===== src/rtl/smf_pkg.sv =====
package smf_pkg;

	typedef enum logic [2:0] {
		PH_DELTA,
		PH_STATUS,
		PH_DATA1,
		PH_DATA2,
		PH_MTYPE,
		PH_LEN,
		PH_PAYLOAD
	} phase_t;

	localparam logic [2:0] KIND_CHANNEL = 3'd0;
	localparam logic [2:0] KIND_META    = 3'd1;
	localparam logic [2:0] KIND_SYSEX   = 3'd2;
	localparam logic [2:0] KIND_PAYLOAD = 3'd3;
	localparam logic [2:0] KIND_NO_STAT = 3'd4;

	localparam logic [7:0] STATUS_META  = 8'hFF;
	localparam logic [7:0] META_TEMPO   = 8'h51;
	localparam logic [7:0] ONE_DATA_MSK = 8'hE0;
	localparam logic [7:0] ONE_DATA_VAL = 8'hC0;
	localparam logic [1:0] TEMPO_LAST   = 2'd2;
	localparam logic [1:0] INDEX_MAX    = 2'd3;

	typedef struct packed {
		logic [2:0]  kind;
		logic [31:0] delta_time;
		logic [7:0]  status_byte;
		logic [7:0]  data_one;
		logic [7:0]  data_two;
		logic [7:0]  meta_kind;
		logic [31:0] payload_length;
		logic [7:0]  payload_byte;
		logic        payload_last;
		logic [23:0] tempo_value;
		logic        tempo_valid;
	} res_t;

endpackage


===== src/rtl/smf_parser.sv =====
module smf_parser
	import smf_pkg::*;
(
	input  logic       clk,
	input  logic       arst_n,
	input  logic       fire,
	input  logic [7:0] track_byte,
	input  logic       track_start,
	input  logic       pass_payload,
	output logic       res_valid,
	output res_t       res
);

	phase_t      phase_q, phase_d, ph;
	logic [7:0]  rs_q, rs_d, rs;
	logic        known_q, known_d, known;
	logic [31:0] vlq_q, vlq_d, vlq, vlq_shift;
	logic [31:0] delta_q, delta_d;
	logic [7:0]  d1_q, d1_d;
	logic [7:0]  hstat_q, hstat_d;
	logic [7:0]  hmeta_q, hmeta_d;
	logic [31:0] rem_q, rem_d, rem;
	logic [23:0] tempo_q, tempo_d, tempo;
	logic [1:0]  idx_q, idx_d, idx;
	logic        one_data, tempo_meta, last, done;

	always_ff @(posedge clk or negedge arst_n) begin
		if (!arst_n) begin
			phase_q <= PH_DELTA;
			rs_q    <= '0;
			known_q <= 1'b0;
			vlq_q   <= '0;
			delta_q <= '0;
			d1_q    <= '0;
			hstat_q <= '0;
			hmeta_q <= '0;
			rem_q   <= '0;
			tempo_q <= '0;
			idx_q   <= '0;
		end else if (fire) begin
			phase_q <= phase_d;
			rs_q    <= rs_d;
			known_q <= known_d;
			vlq_q   <= vlq_d;
			delta_q <= delta_d;
			d1_q    <= d1_d;
			hstat_q <= hstat_d;
			hmeta_q <= hmeta_d;
			rem_q   <= rem_d;
			tempo_q <= tempo_d;
			idx_q   <= idx_d;
		end
	end

	always_comb begin
		ph    = phase_q;
		rs    = rs_q;
		known = known_q;
		vlq   = vlq_q;
		tempo = tempo_q;
		idx   = idx_q;
		rem   = rem_q;
		if (track_start) begin
			ph    = PH_DELTA;
			rs    = '0;
			known = 1'b0;
			vlq   = '0;
			tempo = '0;
			idx   = '0;
			rem   = '0;
		end

		vlq_shift  = {vlq[24:0], track_byte[6:0]};
		one_data   = (rs & ONE_DATA_MSK) == ONE_DATA_VAL;
		tempo_meta = (hstat_q == STATUS_META) && (hmeta_q == META_TEMPO);
		last       = (rem[31:1] == '0);
		done       = tempo_meta && (idx == TEMPO_LAST);

		phase_d = ph;
		rs_d    = rs;
		known_d = known;
		vlq_d   = vlq;
		delta_d = delta_q;
		d1_d    = d1_q;
		hstat_d = hstat_q;
		hmeta_d = hmeta_q;
		rem_d   = rem;
		tempo_d = tempo;
		idx_d   = idx;

		res_valid = 1'b0;
		res       = '0;

		case (ph)
			PH_DELTA: begin
				vlq_d = vlq_shift;
				if (!track_byte[7]) begin
					delta_d = vlq_shift;
					vlq_d   = '0;
					phase_d = PH_STATUS;
				end
			end
			PH_STATUS: begin
				if (track_byte[7:4] == 4'hF) begin
					hstat_d = track_byte;
					hmeta_d = '0;
					vlq_d   = '0;
					phase_d = (track_byte == STATUS_META) ? PH_MTYPE : PH_LEN;
				end else if (track_byte[7]) begin
					rs_d    = track_byte;
					known_d = 1'b1;
					phase_d = PH_DATA1;
				end else if (!known) begin
					res_valid      = 1'b1;
					res.kind       = KIND_NO_STAT;
					res.delta_time = delta_q;
					res.data_one   = track_byte;
					phase_d        = PH_DELTA;
				end else begin
					d1_d = track_byte;
					if (one_data) begin
						res_valid       = 1'b1;
						res.kind        = KIND_CHANNEL;
						res.delta_time  = delta_q;
						res.status_byte = rs;
						res.data_one    = track_byte;
						phase_d         = PH_DELTA;
					end else begin
						phase_d = PH_DATA2;
					end
				end
			end
			PH_DATA1: begin
				d1_d = track_byte;
				if (one_data) begin
					res_valid       = 1'b1;
					res.kind        = KIND_CHANNEL;
					res.delta_time  = delta_q;
					res.status_byte = rs;
					res.data_one    = track_byte;
					phase_d         = PH_DELTA;
				end else begin
					phase_d = PH_DATA2;
				end
			end
			PH_DATA2: begin
				res_valid       = 1'b1;
				res.kind        = KIND_CHANNEL;
				res.delta_time  = delta_q;
				res.status_byte = rs;
				res.data_one    = d1_q;
				res.data_two    = track_byte;
				phase_d         = PH_DELTA;
			end
			PH_MTYPE: begin
				hmeta_d = track_byte;
				vlq_d   = '0;
				phase_d = PH_LEN;
			end
			PH_LEN: begin
				vlq_d = vlq_shift;
				if (!track_byte[7]) begin
					rem_d              = vlq_shift;
					vlq_d              = '0;
					tempo_d            = '0;
					idx_d              = '0;
					res_valid          = 1'b1;
					res.kind           = (hstat_q == STATUS_META) ? KIND_META : KIND_SYSEX;
					res.delta_time     = delta_q;
					res.status_byte    = hstat_q;
					res.meta_kind      = hmeta_q;
					res.payload_length = vlq_shift;
					phase_d            = (vlq_shift == '0) ? PH_DELTA : PH_PAYLOAD;
				end
			end
			PH_PAYLOAD: begin
				if (tempo_meta && (idx != INDEX_MAX)) begin
					tempo_d = {tempo[15:0], track_byte};
				end
				if (idx != INDEX_MAX) begin
					idx_d = idx + 2'd1;
				end
				rem_d = last ? '0 : rem - 32'd1;
				if (last) begin
					phase_d = PH_DELTA;
				end
				if (pass_payload || done) begin
					res_valid         = 1'b1;
					res.kind          = KIND_PAYLOAD;
					res.delta_time    = delta_q;
					res.status_byte   = hstat_q;
					res.meta_kind     = hmeta_q;
					res.payload_byte  = track_byte;
					res.payload_last  = last;
					if (done) begin
						res.tempo_value = {tempo[15:0], track_byte};
						res.tempo_valid = 1'b1;
					end
				end
			end
			default: begin
				phase_d = PH_DELTA;
			end
		endcase
	end

endmodule


===== src/rtl/smf_out_buf.sv =====
module smf_out_buf
	import smf_pkg::*;
(
	input  logic clk,
	input  logic arst_n,
	input  logic push,
	input  res_t push_data,
	output logic full,
	output logic out_valid,
	input  logic out_stall,
	output res_t out_data
);

	res_t       mem_q [2];
	logic       wr_ptr_q, rd_ptr_q;
	logic [1:0] count_q;
	logic       pop;

	assign out_valid = (count_q != 2'd0);
	assign full      = (count_q == 2'd2);
	assign pop       = out_valid && !out_stall;
	assign out_data  = mem_q[rd_ptr_q];

	always_ff @(posedge clk) begin
		if (push) begin
			mem_q[wr_ptr_q] <= push_data;
		end
	end

	always_ff @(posedge clk or negedge arst_n) begin
		if (!arst_n) begin
			wr_ptr_q <= 1'b0;
			rd_ptr_q <= 1'b0;
			count_q  <= '0;
		end else begin
			if (push) begin
				wr_ptr_q <= ~wr_ptr_q;
			end
			if (pop) begin
				rd_ptr_q <= ~rd_ptr_q;
			end
			case ({push, pop})
				2'b10:   count_q <= count_q + 2'd1;
				2'b01:   count_q <= count_q - 2'd1;
				default: count_q <= count_q;
			endcase
		end
	end

endmodule


===== src/rtl/smf_track_event_parser.sv =====
// each result is decoded from the byte held in the input register and presented from the result buffer
// throughput: one track byte per cycle while in_stall is low; a two-entry result buffer absorbs output stall
// input stalls only while the input register is held and the result buffer is full
// reset: asynchronous active low; clears parser state, running status and buffers
// pass_payload comes out of reset as 1
module smf_track_event_parser
	import smf_pkg::*;
(
	input  logic        clk,
	input  logic        arst_n,
	input  logic        cfg_write,
	input  logic        cfg_data,
	input  logic        in_valid,
	output logic        in_stall,
	input  logic [7:0]  track_byte,
	input  logic        track_start,
	output logic        out_valid,
	input  logic        out_stall,
	output logic [2:0]  kind,
	output logic [31:0] delta_time,
	output logic [7:0]  status_byte,
	output logic [7:0]  data_one,
	output logic [7:0]  data_two,
	output logic [7:0]  meta_kind,
	output logic [31:0] payload_length,
	output logic [7:0]  payload_byte,
	output logic        payload_last,
	output logic [23:0] tempo_value,
	output logic        tempo_valid
);

	logic       pass_q;
	logic       valid_s1;
	logic [7:0] byte_s1;
	logic       start_s1;
	logic       buf_full, fire, accept;
	logic       res_valid;
	res_t       res, out_res;

	assign in_stall = valid_s1 && buf_full;
	assign accept   = in_valid && !in_stall;
	assign fire     = valid_s1 && !buf_full;

	always_ff @(posedge clk or negedge arst_n) begin
		if (!arst_n) begin
			pass_q   <= 1'b1;
			valid_s1 <= 1'b0;
		end else begin
			if (cfg_write) begin
				pass_q <= cfg_data;
			end
			if (accept) begin
				valid_s1 <= 1'b1;
			end else if (fire) begin
				valid_s1 <= 1'b0;
			end
		end
	end

	always_ff @(posedge clk) begin
		if (accept) begin
			byte_s1  <= track_byte;
			start_s1 <= track_start;
		end
	end

	smf_parser u_parser (
		.clk          (clk),
		.arst_n       (arst_n),
		.fire         (fire),
		.track_byte   (byte_s1),
		.track_start  (start_s1),
		.pass_payload (pass_q),
		.res_valid    (res_valid),
		.res          (res)
	);

	smf_out_buf u_out_buf (
		.clk       (clk),
		.arst_n    (arst_n),
		.push      (fire && res_valid),
		.push_data (res),
		.full      (buf_full),
		.out_valid (out_valid),
		.out_stall (out_stall),
		.out_data  (out_res)
	);

	assign kind           = out_res.kind;
	assign delta_time     = out_res.delta_time;
	assign status_byte    = out_res.status_byte;
	assign data_one       = out_res.data_one;
	assign data_two       = out_res.data_two;
	assign meta_kind      = out_res.meta_kind;
	assign payload_length = out_res.payload_length;
	assign payload_byte   = out_res.payload_byte;
	assign payload_last   = out_res.payload_last;
	assign tempo_value    = out_res.tempo_value;
	assign tempo_valid    = out_res.tempo_valid;

endmodule


===== config.mk =====
export PLATFORM = sky130hd
export DESIGN_NAME = smf_track_event_parser
export DESIGN_NICKNAME = d
export VERILOG_FILES = /design/src/rtl/smf_pkg.sv /design/src/rtl/smf_parser.sv /design/src/rtl/smf_out_buf.sv /design/src/rtl/smf_track_event_parser.sv
export SDC_FILE = /design/constraint.sdc
export NUM_CORES = 1
export LEC_CHECK = 0
export BUFFER_PORTS_ARGS = -buffer_cell sky130_fd_sc_hd__buf_2
export CAP_MARGIN = 15
export CORE_ASPECT_RATIO = 1.75
export CORE_MARGIN = 2
export CORE_UTILIZATION = 54
export DETAILED_ROUTE_END_ITERATION = 10
export HOLD_SLACK_MARGIN = 0.12
export PLACE_DENSITY = 0.77
export SLEW_MARGIN = 20
export SYNTH_ARGS = -nofsm -noshare
export SYNTH_HDL_FRONTEND = slang
export SYNTH_SLANG_ARGS = --single-unit

===== constraint.sdc =====
create_clock -name clk -period 11.9 [get_ports clk]
set_clock_uncertainty 0.2 [all_clocks]
set_input_delay 2.38 -clock clk [delete_from_list [all_inputs] [get_ports clk]]
set_output_delay 2.38 -clock clk [all_outputs]
set_load 0.01 [all_outputs]

==> results of run 1 <==
[sequential cells by signal (all words and copies together) (netlist names), 3 cells and up]
signal and cells:
u_out_buf.mem_q 266, u_parser.rem_q 32, u_parser.rs_q 8, byte_s1 8, u_parser.vlq_q 25, u_parser.phase_q 3
u_parser.d1_q 8, u_parser.hmeta_q 8, u_parser.tempo_q 16, u_parser.delta_q 32, u_parser.hstat_q 8
[cells by family (layout without fill, tap and decap cells)]
logic type,after synthesis,in the layout,synth area share
XOR/XNOR,10,10,0.004781
AO/OA/AOI/OAI,259,259,0.09930
multiplexers,155,155,0.09507
AND/OR/NAND/NOR,416,416,0.1189
buffers and inverters,110,260,0.02623
flip-flops,424,424,0.6544
adder cells (fa/ha/maj),2,2,0.001366
[critical path, stage by stage, from the launching register on]
cell     delay (ns)
dfrtp_4        1.04
buf_4          0.80
mux2_2         0.45
buf_2          0.15
[layer usage]
| layer | GRT usage | part of all wire |
|---|---|---|
| met5 | 0 | 0 |
| met4 | 0.1208 | 0.051 |
| met3 | 0.03203 | 0.056 |
| met2 | 0.4097 | 0.51 |
| met1 | 0.3049 | 0.39 |
[final cells by class]
| cell class | instances | area [µm²] |
|---|---|---|
| multi-input combinational | 842 | 5911 |
| timing repair buffer | 174 | 939.7 |
| sequential | 424 | 11990 |
| fill | 2643 | 12940 |
| clock inverter | 17 | 162.7 |
| clock buffer | 50 | 1046 |
| inverter | 19 | 71.32 |
| tap | 455 | 569.3 |
[metrics by stage]
| step | hold slack (ns) | setup WS, ns | utilization | total power (W) | cells |
|---|---|---|---|---|---|
| after global routing | 0.2856 | 6.093 | 0.6153 | 0.004606 | 1981 |
| after CTS | 0.2779 | 6.171 | 0.6151 | 0.004424 | 1981 |
| after detailed placement | 0.2636 | 6.415 | 0.5792 | 0.003228 | 1914 |
| after global placement | 0.2539 | 6.584 | 0.5791 | 0.003195 | 1914 |
| after floorplan | 0.2422 | 4.071 | - | 0.002793 | 1376 |
| final | 0.2693 | 6.260 | 0.6153 | 0.004405 | 1981 |
[final timing paths]
path,startpoint,depth (start not counted),endpoint,slack [ns]
min in group asynchronous,arst_n,1,u_parser.delta_q[26],1.71
min reg2reg,u_parser.delta_q[15],2,u_parser.delta_q[15],0.27
min,u_parser.delta_q[15],2,u_parser.delta_q[15],0.27
max in group asynchronous,arst_n,2,u_parser.rs_q[3],8.36
max reg2reg,start_s1,9,u_out_buf.mem_q[0][57],6.45
max,u_out_buf.rd_ptr_q,3,delta_time[11],6.26
[layout by cell type (no fill, tap or decap), drive strengths merged, types with 18 or more instances in the layout]
cell type  count
nand2        122
and2          82
nor3          30
dfrtp        148
edfxtp       275
nor2          55
a21oi         25
nand3         20
a22oi         26
a22o          42
buf          174
clkbuf        50
o21ai         87
mux2         152
nor4          19
inv           18
nor2b         41
[power breakdown]
group          switching (W)  leakage, nW  internal [W]
combinational       0.000704         2.82      0.000533
clock               0.000515        0.588      0.000683
sequential          0.000198         4.61       0.00177
==> impl_metrics.env, run 1 <==
export IMPL_status="complete, no violations"
export IMPL_insertion_delay_ns=0.53
export IMPL_drv_slew=0
export IMPL_io_buffers=149
export IMPL_drv_cap=0
export IMPL_postCtsSetupBuffers=0
export IMPL_cts_tree="done"
export IMPL_required_ns=9.32
export IMPL_relSlewSlack=0.2707
export IMPL_max_freq_ghz=0.1773
export IMPL_grt_pass1_wl_um=66000
export IMPL_die_y_um=247.7
export IMPL_syn_area_mm2=0.01832
export IMPL_grt_max_degree=89
export IMPL_clockBufferDepth=3
export IMPL_design_die_area_mm2=0.03547
export IMPL_numCtsBuffers=37
export IMPL_finalHoldViolCount=0
export IMPL_synth_most_common_cell="edfxtp_1"
export IMPL_rsz0062_at_grt="false"
export IMPL_routed_wl_um=42770
export IMPL_period_needed_ns=5.640
export IMPL_design_core_area_mm2=0.03363
export IMPL_critical_path_peak_fanout=71
export IMPL_grt_util_all_layers=0.2415
export IMPL_hp_class="reg -> reg"
export IMPL_ys_warn_count=0
export IMPL_powerDensity_mw_per_mm2=212.9
export IMPL_antenna_found_initial=0
export IMPL_tightest_slew_ns=1.090
export IMPL_overflow=0
export IMPL_peakVddDrop_mv=0.1537
export IMPL_post_cts_resized=0
export IMPL_synth_area_leaders="edfxtp_1 45%, dfrtp_1 20%, mux2_2 9.3%, and2_1 2.8%, nand2_1 2.5%"
export IMPL_synth_avg_cell_area_um2=13.31
export IMPL_crit_type="reg -> out"
export IMPL_drc=0
export IMPL_viasPerCell=5.999
export IMPL_yosys_cell_types_count=84
export IMPL_startpoint_type="flop"
export IMPL_io_pins=150
export IMPL_vias=11890
export IMPL_drt_first_pass_iters=6
export IMPL_synth_common_cells="275 x edfxtp_1, 152 x mux2_2, 148 x dfrtp_1"
export IMPL_placedInstanceArea_mm2=0.01948
export IMPL_fp_dieW_um=143.2
export IMPL_synth_ff_type="edfxtp_1"
export IMPL_gp_congestion=0.9645
export IMPL_synthDominantCellAreaShare=0.4508
export IMPL_final_nets=1515
export IMPL_grt_pass1_vias=11780
export IMPL_power_leakage_nw=8.018
export IMPL_post_synth_top_area_cell="edfxtp_1"
export IMPL_arrival_ns=3.06
export IMPL_netlist_instances=1376
export IMPL_initial_core_util=0.5448
export IMPL_drive_gt1_frac=0.2693
export IMPL_final_area_mm2=0.02069
export IMPL_dp_hpwl_um=27540
export IMPL_rows=89
export IMPL_cts_sinks=424
export IMPL_min_period_over_period=0.4739
export IMPL_syn_to_final_growth_pct=12.94
export IMPL_synth_edf_count=275
export IMPL_ys_seq_area_frac=0.6544
export IMPL_setup_violations=0
export IMPL_syn_nets=1393
export IMPL_antenna_cells=0
export IMPL_htreeDepth=2
export IMPL_clock_root_buffer="clkbuf_16"
export IMPL_tns_ns=0
export IMPL_dr_first_iter_drc_count=1055
export IMPL_holdBufCountCts=0
export IMPL_synthArstFlopShare=0.3514
export IMPL_ant_nets=0
export IMPL_wl_per_cell_um=21.59
export IMPL_end_kind="primary output"
export IMPL_path_clk_slew_ns=0.07
export IMPL_yosys_register_bits=424
No activity file was read; power rests on OpenSTA's default activity.
==> run 2: changes to the inputs <==
--- a/config.mk
+++ b/config.mk
@@ -12,7 +12,7 @@
 export CORE_UTILIZATION = 54
 export DETAILED_ROUTE_END_ITERATION = 10
 export HOLD_SLACK_MARGIN = 0.12
-export PLACE_DENSITY = 0.77
+export PLACE_DENSITY = 0.74
 export SLEW_MARGIN = 20
 export SYNTH_ARGS = -nofsm -noshare
 export SYNTH_HDL_FRONTEND = slang
==> constraint.sdc (replaced) <==
create_clock -name clk -period 5.8 [get_ports clk]
set_clock_uncertainty 0.2 [all_clocks]
set_input_delay 1.16 -clock clk [delete_from_list [all_inputs] [get_ports clk]]
set_output_delay 1.16 -clock clk [all_outputs]
set_load 0.01 [all_outputs]
==> impl_metrics.env, run 2 (same netlist as run 1, synthesis figures left out) <==
export IMPL_status="complete, no violations"
export IMPL_final_common_cell="edfxtp_1"
export IMPL_design_die_area_mm2=0.03547
export IMPL_power_switching_w=0.002977
export IMPL_peakVddDrop_mv=0.3215
export IMPL_required_ns=5.78
export IMPL_tns_ns=0
export IMPL_crit_path_max_incr_delay_ns=0.70
export IMPL_wl_per_cell_um=22.18
export IMPL_htreeDepth=2
export IMPL_post_cts_resized=0
export IMPL_hp_class="reg -> reg"
export IMPL_routed_wl_um=44030
export IMPL_io_buffers=149
export IMPL_finalWorstSetupSlack_ns=1.351
export IMPL_cts_tree="done"
export IMPL_power_frac_seq=0.440
export IMPL_period_needed_ns=4.449
export IMPL_combinationalPowerShare=0.280
export IMPL_setup_violations=0
export IMPL_clock_root_buffer="clkbuf_16"
export IMPL_insertion_delay_ns=0.54
export IMPL_path_clk_slew_ns=0.06
export IMPL_relSlewSlack=0.2883
export IMPL_cpMaxStageDelayCell="and2_4"
export IMPL_power_leakage_nw=8.079
export IMPL_utilization=0.6185
export IMPL_tightest_slew_ns=1.064
export IMPL_finalHoldViolCount=0
export IMPL_dp_hpwl_um=28050
export IMPL_overflow=0
export IMPL_drc=0
export IMPL_dr_first_iter_drc_count=1161
export IMPL_vias=11980
export IMPL_antenna_found_initial=0
export IMPL_rows=89
export IMPL_internal_power_w=0.006193
export IMPL_io_pins=150
export IMPL_holdBufCountCts=0
export IMPL_grt_pass1_wl_um=67340
export IMPL_fp_dieW_um=143.2
export IMPL_fin_cells=1985
export IMPL_syn_to_final_growth_pct=13.54
export IMPL_final_nets=1518
export IMPL_fillers=2602
export IMPL_drv_slew=0
export IMPL_antenna_cells=0
export IMPL_postCtsSetupBuffers=0
export IMPL_end_kind="flop"
export IMPL_grt_pass1_vias=11800
export IMPL_viasPerCell=6.035
export IMPL_power_w=0.009170
export IMPL_crit_type="reg -> reg"
export IMPL_startpoint_type="flop"
export IMPL_grt_max_degree=77
export IMPL_critical_path_peak_fanout=48
export IMPL_regMostFlops="u_out_buf.mem_q"
export IMPL_clkPwrFrac=0.279
export IMPL_final_cell_mix="275 x edfxtp_1, 152 x mux2_2, 148 x buf_2"
export IMPL_cts_sinks=424
export IMPL_gp_congestion=0.8962
export IMPL_placedCellCount=1915
export IMPL_design_core_area_mm2=0.03363
export IMPL_numCtsBuffers=38
export IMPL_grt_util_all_layers=0.2496
export IMPL_drive_gt1_frac=0.2771
export IMPL_place_worst_setup_slack_ns=1.389
export IMPL_drt_first_pass_iters=5
export IMPL_multi_input_area_mm2=0.005911
export IMPL_clockBufferDepth=3
export IMPL_largest_reg_flops=266
export IMPL_reg_top3="u_out_buf.mem_q: 266 flops, u_parser.delta_q: 32 flops, u_parser.rem_q: 32 flops"
export IMPL_ant_nets=0
export IMPL_max_freq_ghz=0.2248
export IMPL_drv_cap=0
export IMPL_die_y_um=247.7
export IMPL_powerDensity_mw_per_mm2=440.9
export IMPL_initial_core_util=0.5448
export IMPL_min_period_over_period=0.7671
export IMPL_switching_share=0.3247
export IMPL_path_cells="or4b_2, nor4_1, a41o_2, nor4_4, buf_4, nor2_1, and2_4, buf_4"
export IMPL_crit_top_cell="buf_4"
export IMPL_ff_latch_area_mm2=0.01199
export IMPL_rsz0062_at_grt="false"
export IMPL_arrival_ns=4.43
## run 2: cell types whose count changed in the layout (fill, tap and decap cells not counted), moves of 2 or more
cell       change
inv_6          +2
clkbuf_16      +3
buf_12         +2
clkinv_1       -8
clkinv_4       +2
inv_4          +2
clkinv_2       +2
## run 2: final timing paths
check | startpoint | to | slack [ns] | cells past startpoint
worst max-delay path | u_parser.hmeta_q[3] | u_out_buf.mem_q[1][68] | 1.35 | 8
worst min-delay path | u_parser.delta_q[12] | u_parser.delta_q[12] | 0.27 | 2
worst max register to register | u_parser.hmeta_q[3] | u_out_buf.mem_q[1][68] | 1.35 | 8
worst min register to register | u_parser.delta_q[12] | u_parser.delta_q[12] | 0.27 | 2
max in group asynchronous | arst_n | u_parser.rem_q[20] | 3.92 | 2
min in group asynchronous | arst_n | u_parser.tempo_q[10] | 0.42 | 1
## run 2: power groups by stage
stage	Sequential (W)	Clock, W	Combinational [W]
5_1_grt	0.00408	0.00271	0.00278
6_report	0.00404	0.00256	0.00257
3_5_place_dp	0.00408	0	0.00257
2_1_floorplan	0.00387	0	0.00186
4_1_cts	0.00402	0.00260	0.00259
3_3_place_gp	0.00406	0	0.00254
## run 2: per-layer routing
layer,global-route usage,share of wire
met5,0,0
met4,0.1424,0.062
met2,0.4271,0.51
met1,0.3043,0.37
met3,0.03203,0.059
## run 2: per-stage QoR
stage	hold WS, ns	instance area [µm²]
after floorplan	0.2422	18330
final	0.2726	20800
after global routing	0.3123	20800
after global placement	0.2540	19510
after CTS	0.2790	20780
after detailed placement	0.2646	19510
## run 2: cell type report
class | count | area share
Clock buffer | 53 | 0.05396
Clock inverter | 16 | 0.007279
Inverter | 19 | 0.003429
Multi-Input combinational cell | 842 | 0.2842
Sequential cell | 424 | 0.5765
Tap cell | 455 | 0.02737
Timing Repair Buffer | 176 | 0.04728
## run 2: worst max-delay path: cells and delay by family (launching register included)
| family | cells | cell delay (ns) |
|---|---|---|
| and+or+nand+nor | 5 | 2.26 |
| buffers and inverters | 2 | 0.76 |
| AOI/OAI and AO/OA | 1 | 0.45 |
| DFF | 1 | 0.39 |
==> run 3: changes to the inputs <==
--- a/config.mk
+++ b/config.mk
@@ -5,6 +5,7 @@
 export SDC_FILE = /design/constraint.sdc
 export NUM_CORES = 1
 export LEC_CHECK = 0
+export ABC_AREA = 1
 export BUFFER_PORTS_ARGS = -buffer_cell sky130_fd_sc_hd__buf_2
 export CAP_MARGIN = 15
 export CORE_ASPECT_RATIO = 1.75
@@ -12,7 +13,7 @@
 export CORE_UTILIZATION = 54
 export DETAILED_ROUTE_END_ITERATION = 10
 export HOLD_SLACK_MARGIN = 0.12
-export PLACE_DENSITY = 0.74
+export PLACE_DENSITY = 0.77
 export SLEW_MARGIN = 20
 export SYNTH_ARGS = -nofsm -noshare
 export SYNTH_HDL_FRONTEND = slang
==> constraint.sdc (replaced) <==
create_clock -name clk -period 3.8 [get_ports clk]
set_clock_uncertainty 0.2 [all_clocks]
set_input_delay 0.76 -clock clk [delete_from_list [all_inputs] [get_ports clk]]
set_output_delay 0.76 -clock clk [all_outputs]
set_load 0.01 [all_outputs]
==> impl_metrics.env, run 3 <==
export IMPL_status="complete, no violations"
export IMPL_final_common_cell="nand2_1"
export IMPL_fillers=2948
export IMPL_antenna_found_initial=1
export IMPL_relSlewSlack=0.3551
export IMPL_initial_core_util=0.5453
export IMPL_hp_class="in -> reg"
export IMPL_internal_power_w=0.009238
export IMPL_insertion_delay_ns=0.55
export IMPL_viasPerCell=5.616
export IMPL_fin_cells=2779
export IMPL_clockBufferDepth=3
export IMPL_dr_first_iter_drc_count=1287
export IMPL_cts_tree="done"
export IMPL_synth_area_leaders="edfxtp_1 42%, dfrtp_1 19%, nand2_1 16%, nor2_1 3.8%, o21ai_0 2.9%"
export IMPL_setup_violations=0
export IMPL_reg_top3="u_out_buf.mem_q: 266 flops, u_parser.delta_q: 32 flops, u_parser.rem_q: 32 flops"
export IMPL_combinationalPowerShare=0.336
export IMPL_syn_area_mm2=0.01952
export IMPL_power_frac_seq=0.398
export IMPL_placedInstanceArea_mm2=0.02092
export IMPL_final_nets=2296
export IMPL_place_worst_setup_slack_ns=0.5250
export IMPL_synthArstFlopShare=0.3514
export IMPL_postCtsSetupBuffers=0
export IMPL_vias=15610
export IMPL_switching_share=0.3789
export IMPL_overflow=0
export IMPL_powerDensity_mw_per_mm2=669.4
export IMPL_ff_latch_area_mm2=0.01199
export IMPL_end_kind="flop"
export IMPL_power_leakage_nw=10.28
export IMPL_crit_start="u_parser.hstat_q[5]"
export IMPL_clkPwrFrac=0.266
export IMPL_final_area_mm2=0.02222
export IMPL_grt_pass1_vias=15410
export IMPL_netlist_instances=2148
export IMPL_required_ns=3.78
export IMPL_regMostFlops="u_out_buf.mem_q"
export IMPL_grt_pass1_wl_um=85250
export IMPL_arrival_ns=3.29
export IMPL_ys_seq_area_frac=0.6140
export IMPL_design_core_area_mm2=0.03580
export IMPL_syn_to_final_growth_pct=13.81
export IMPL_wl_per_cell_um=19.90
export IMPL_drv_cap=0
export IMPL_ys_warn_count=0
export IMPL_drt_first_pass_iters=5
export IMPL_post_synth_top_area_cell="edfxtp_1"
export IMPL_htreeDepth=2
export IMPL_synth_ff_type="edfxtp_1"
export IMPL_synth_common_cells="842 x nand2_1, 275 x edfxtp_1, 196 x nor2_1"
export IMPL_startpoint_type="flop"
export IMPL_synthDominantCellAreaShare=0.4230
export IMPL_design_die_area_mm2=0.03775
export IMPL_max_freq_ghz=0.3018
export IMPL_r2r_start="u_parser.hstat_q[5]"
export IMPL_numCtsBuffers=38
export IMPL_clock_root_buffer="clkbuf_16"
export IMPL_syn_nets=2165
export IMPL_io_buffers=149
export IMPL_dp_hpwl_um=37480
export IMPL_critical_path_peak_fanout=103
export IMPL_drc=0
export IMPL_drv_slew=0
export IMPL_synth_most_common_cell="nand2_1"
export IMPL_path_clk_slew_ns=0.06
export IMPL_ant_nets=0
export IMPL_drive_gt1_frac=0.1399
export IMPL_antenna_cells=0
export IMPL_routed_wl_um=55300
export IMPL_grt_max_degree=135
export IMPL_power_switching_w=0.005636
export IMPL_io_pins=150
export IMPL_crit_type="reg -> reg"
export IMPL_synth_edf_count=275
export IMPL_rows=92
export IMPL_final_cell_mix="837 x nand2_1, 275 x edfxtp_1, 192 x nor2_1"
export IMPL_yosys_register_bits=424
export IMPL_largest_reg_flops=266
export IMPL_multi_input_area_mm2=0.006578
export IMPL_period_needed_ns=3.314
export IMPL_peakVddDrop_mv=0.4339
export IMPL_grt_util_all_layers=0.2937
export IMPL_placedCellCount=2707
export IMPL_utilization=0.6206
export IMPL_synth_avg_cell_area_um2=9.089
export IMPL_hp_start="cfg_write"
export IMPL_gp_congestion=0.9281
export IMPL_fp_dieW_um=147.7
export IMPL_cts_sinks=424
export IMPL_tightest_slew_ns=0.9638
export IMPL_rsz0062_at_grt="false"
export IMPL_min_period_over_period=0.8720
export IMPL_finalWorstSetupSlack_ns=0.4863
export IMPL_die_y_um=255.5
export IMPL_yosys_cell_types_count=44
export IMPL_finalHoldViolCount=0
==> run 3: changes by cell type after synthesis, sizes merged, moves of 37 or more <==
cell | before | now
nand2 | 122 | 867
nor2b | 41 | 0
nor2 | 55 | 208
mux2 | 152 | 0
and2 | 82 | 34
inv | 18 | 145
a22o | 42 | 5
nand3 | 20 | 59
==> run 3: worst max-delay path: stages, from the launching register on <==
cell,delay [ns]
dfrtp_1,0.37
nand2_1,0.06
nor2_1,0.11
nand2_1,0.12
nor3_1,0.48
nand2_2,0.12
inv_2,0.11
nor2_2,0.15
nand4_4,0.16
buf_4,0.30
nand3_4,0.12
clkinvlp_4,0.11
buf_12,0.38
==> run 3: worst paths after layout <==
path / to / slack [ns] / cells after the start
max: u_out_buf.mem_q[0][22] / 0.49 / 12
max in group asynchronous: u_parser.delta_q[6] / 2.11 / 3
min in group asynchronous: u_parser.rem_q[29] / 0.56 / 2
max reg2reg: u_out_buf.mem_q[0][22] / 0.49 / 12
min reg2reg: u_parser.rem_q[18] / 0.28 / 2
min: pass_q / 0.20 / 2
==> run 3: power by group through the flow <==
stage | logic [W] | clock network [W] | registers (W)
final | 0.00500 | 0.00396 | 0.00591
after global routing | 0.00547 | 0.00417 | 0.00596
after CTS | 0.00501 | 0.00399 | 0.00590
after detailed placement | 0.00497 | 0 | 0.00598
after global placement | 0.00490 | 0 | 0.00595
after floorplan | 0.00318 | 0 | 0.00588
==> run 3: metal layers <==
metal / GRT usage / part of all wire / wire (µm)
met1: 0.3294 / 0.35 / 19370
met2: 0.5137 / 0.52 / 28670
met3: 0.04349 / 0.059 / 3255
met4: 0.1958 / 0.072 / 3991
met5: 0 / 0.00024 / 13
==> run 3: kinds of logic after synthesis <==
logic type	synth area share
AO/OA/AOI/OAI	0.07261
XOR/XNOR	0.002692
adder cells (fa/ha/maj)	0.001282
buffers and inverters	0.05307
flip-flops	0.6140
AND/OR/NAND/NOR	0.2563
==> run 3: layout make-up <==
cell class,instances,area share
Clock buffer,47,0.04663
Clock inverter,23,0.01081
Inverter,152,0.02619
Multi-Input combinational cell,1471,0.2961
Sequential cell,424,0.5397
Tap cell,470,0.02647
Timing Repair Buffer,192,0.05412
==> run 3: stage by stage <==
stage                     hold WS (ns)  setup TNS, ns  total power [W]
final                           0.1988              0          0.01487
after global placement          0.2583              0          0.01085
after CTS                       0.1867              0          0.01491
after floorplan                 0.2419         -66.68         0.009062
after detailed placement        0.2650              0          0.01096
after global routing            0.1806              0          0.01560
==> run 3: what timing repair did <==
| action | 4_1_cts | 5_1_grt |
|---|---|---|
| endpoints found under the hold margin | 48 | 0 |
| hold buffers | 1 | 0 |
| setup endpoints to repair | 0 | 0 |
| resized for setup | 0 | 0 |
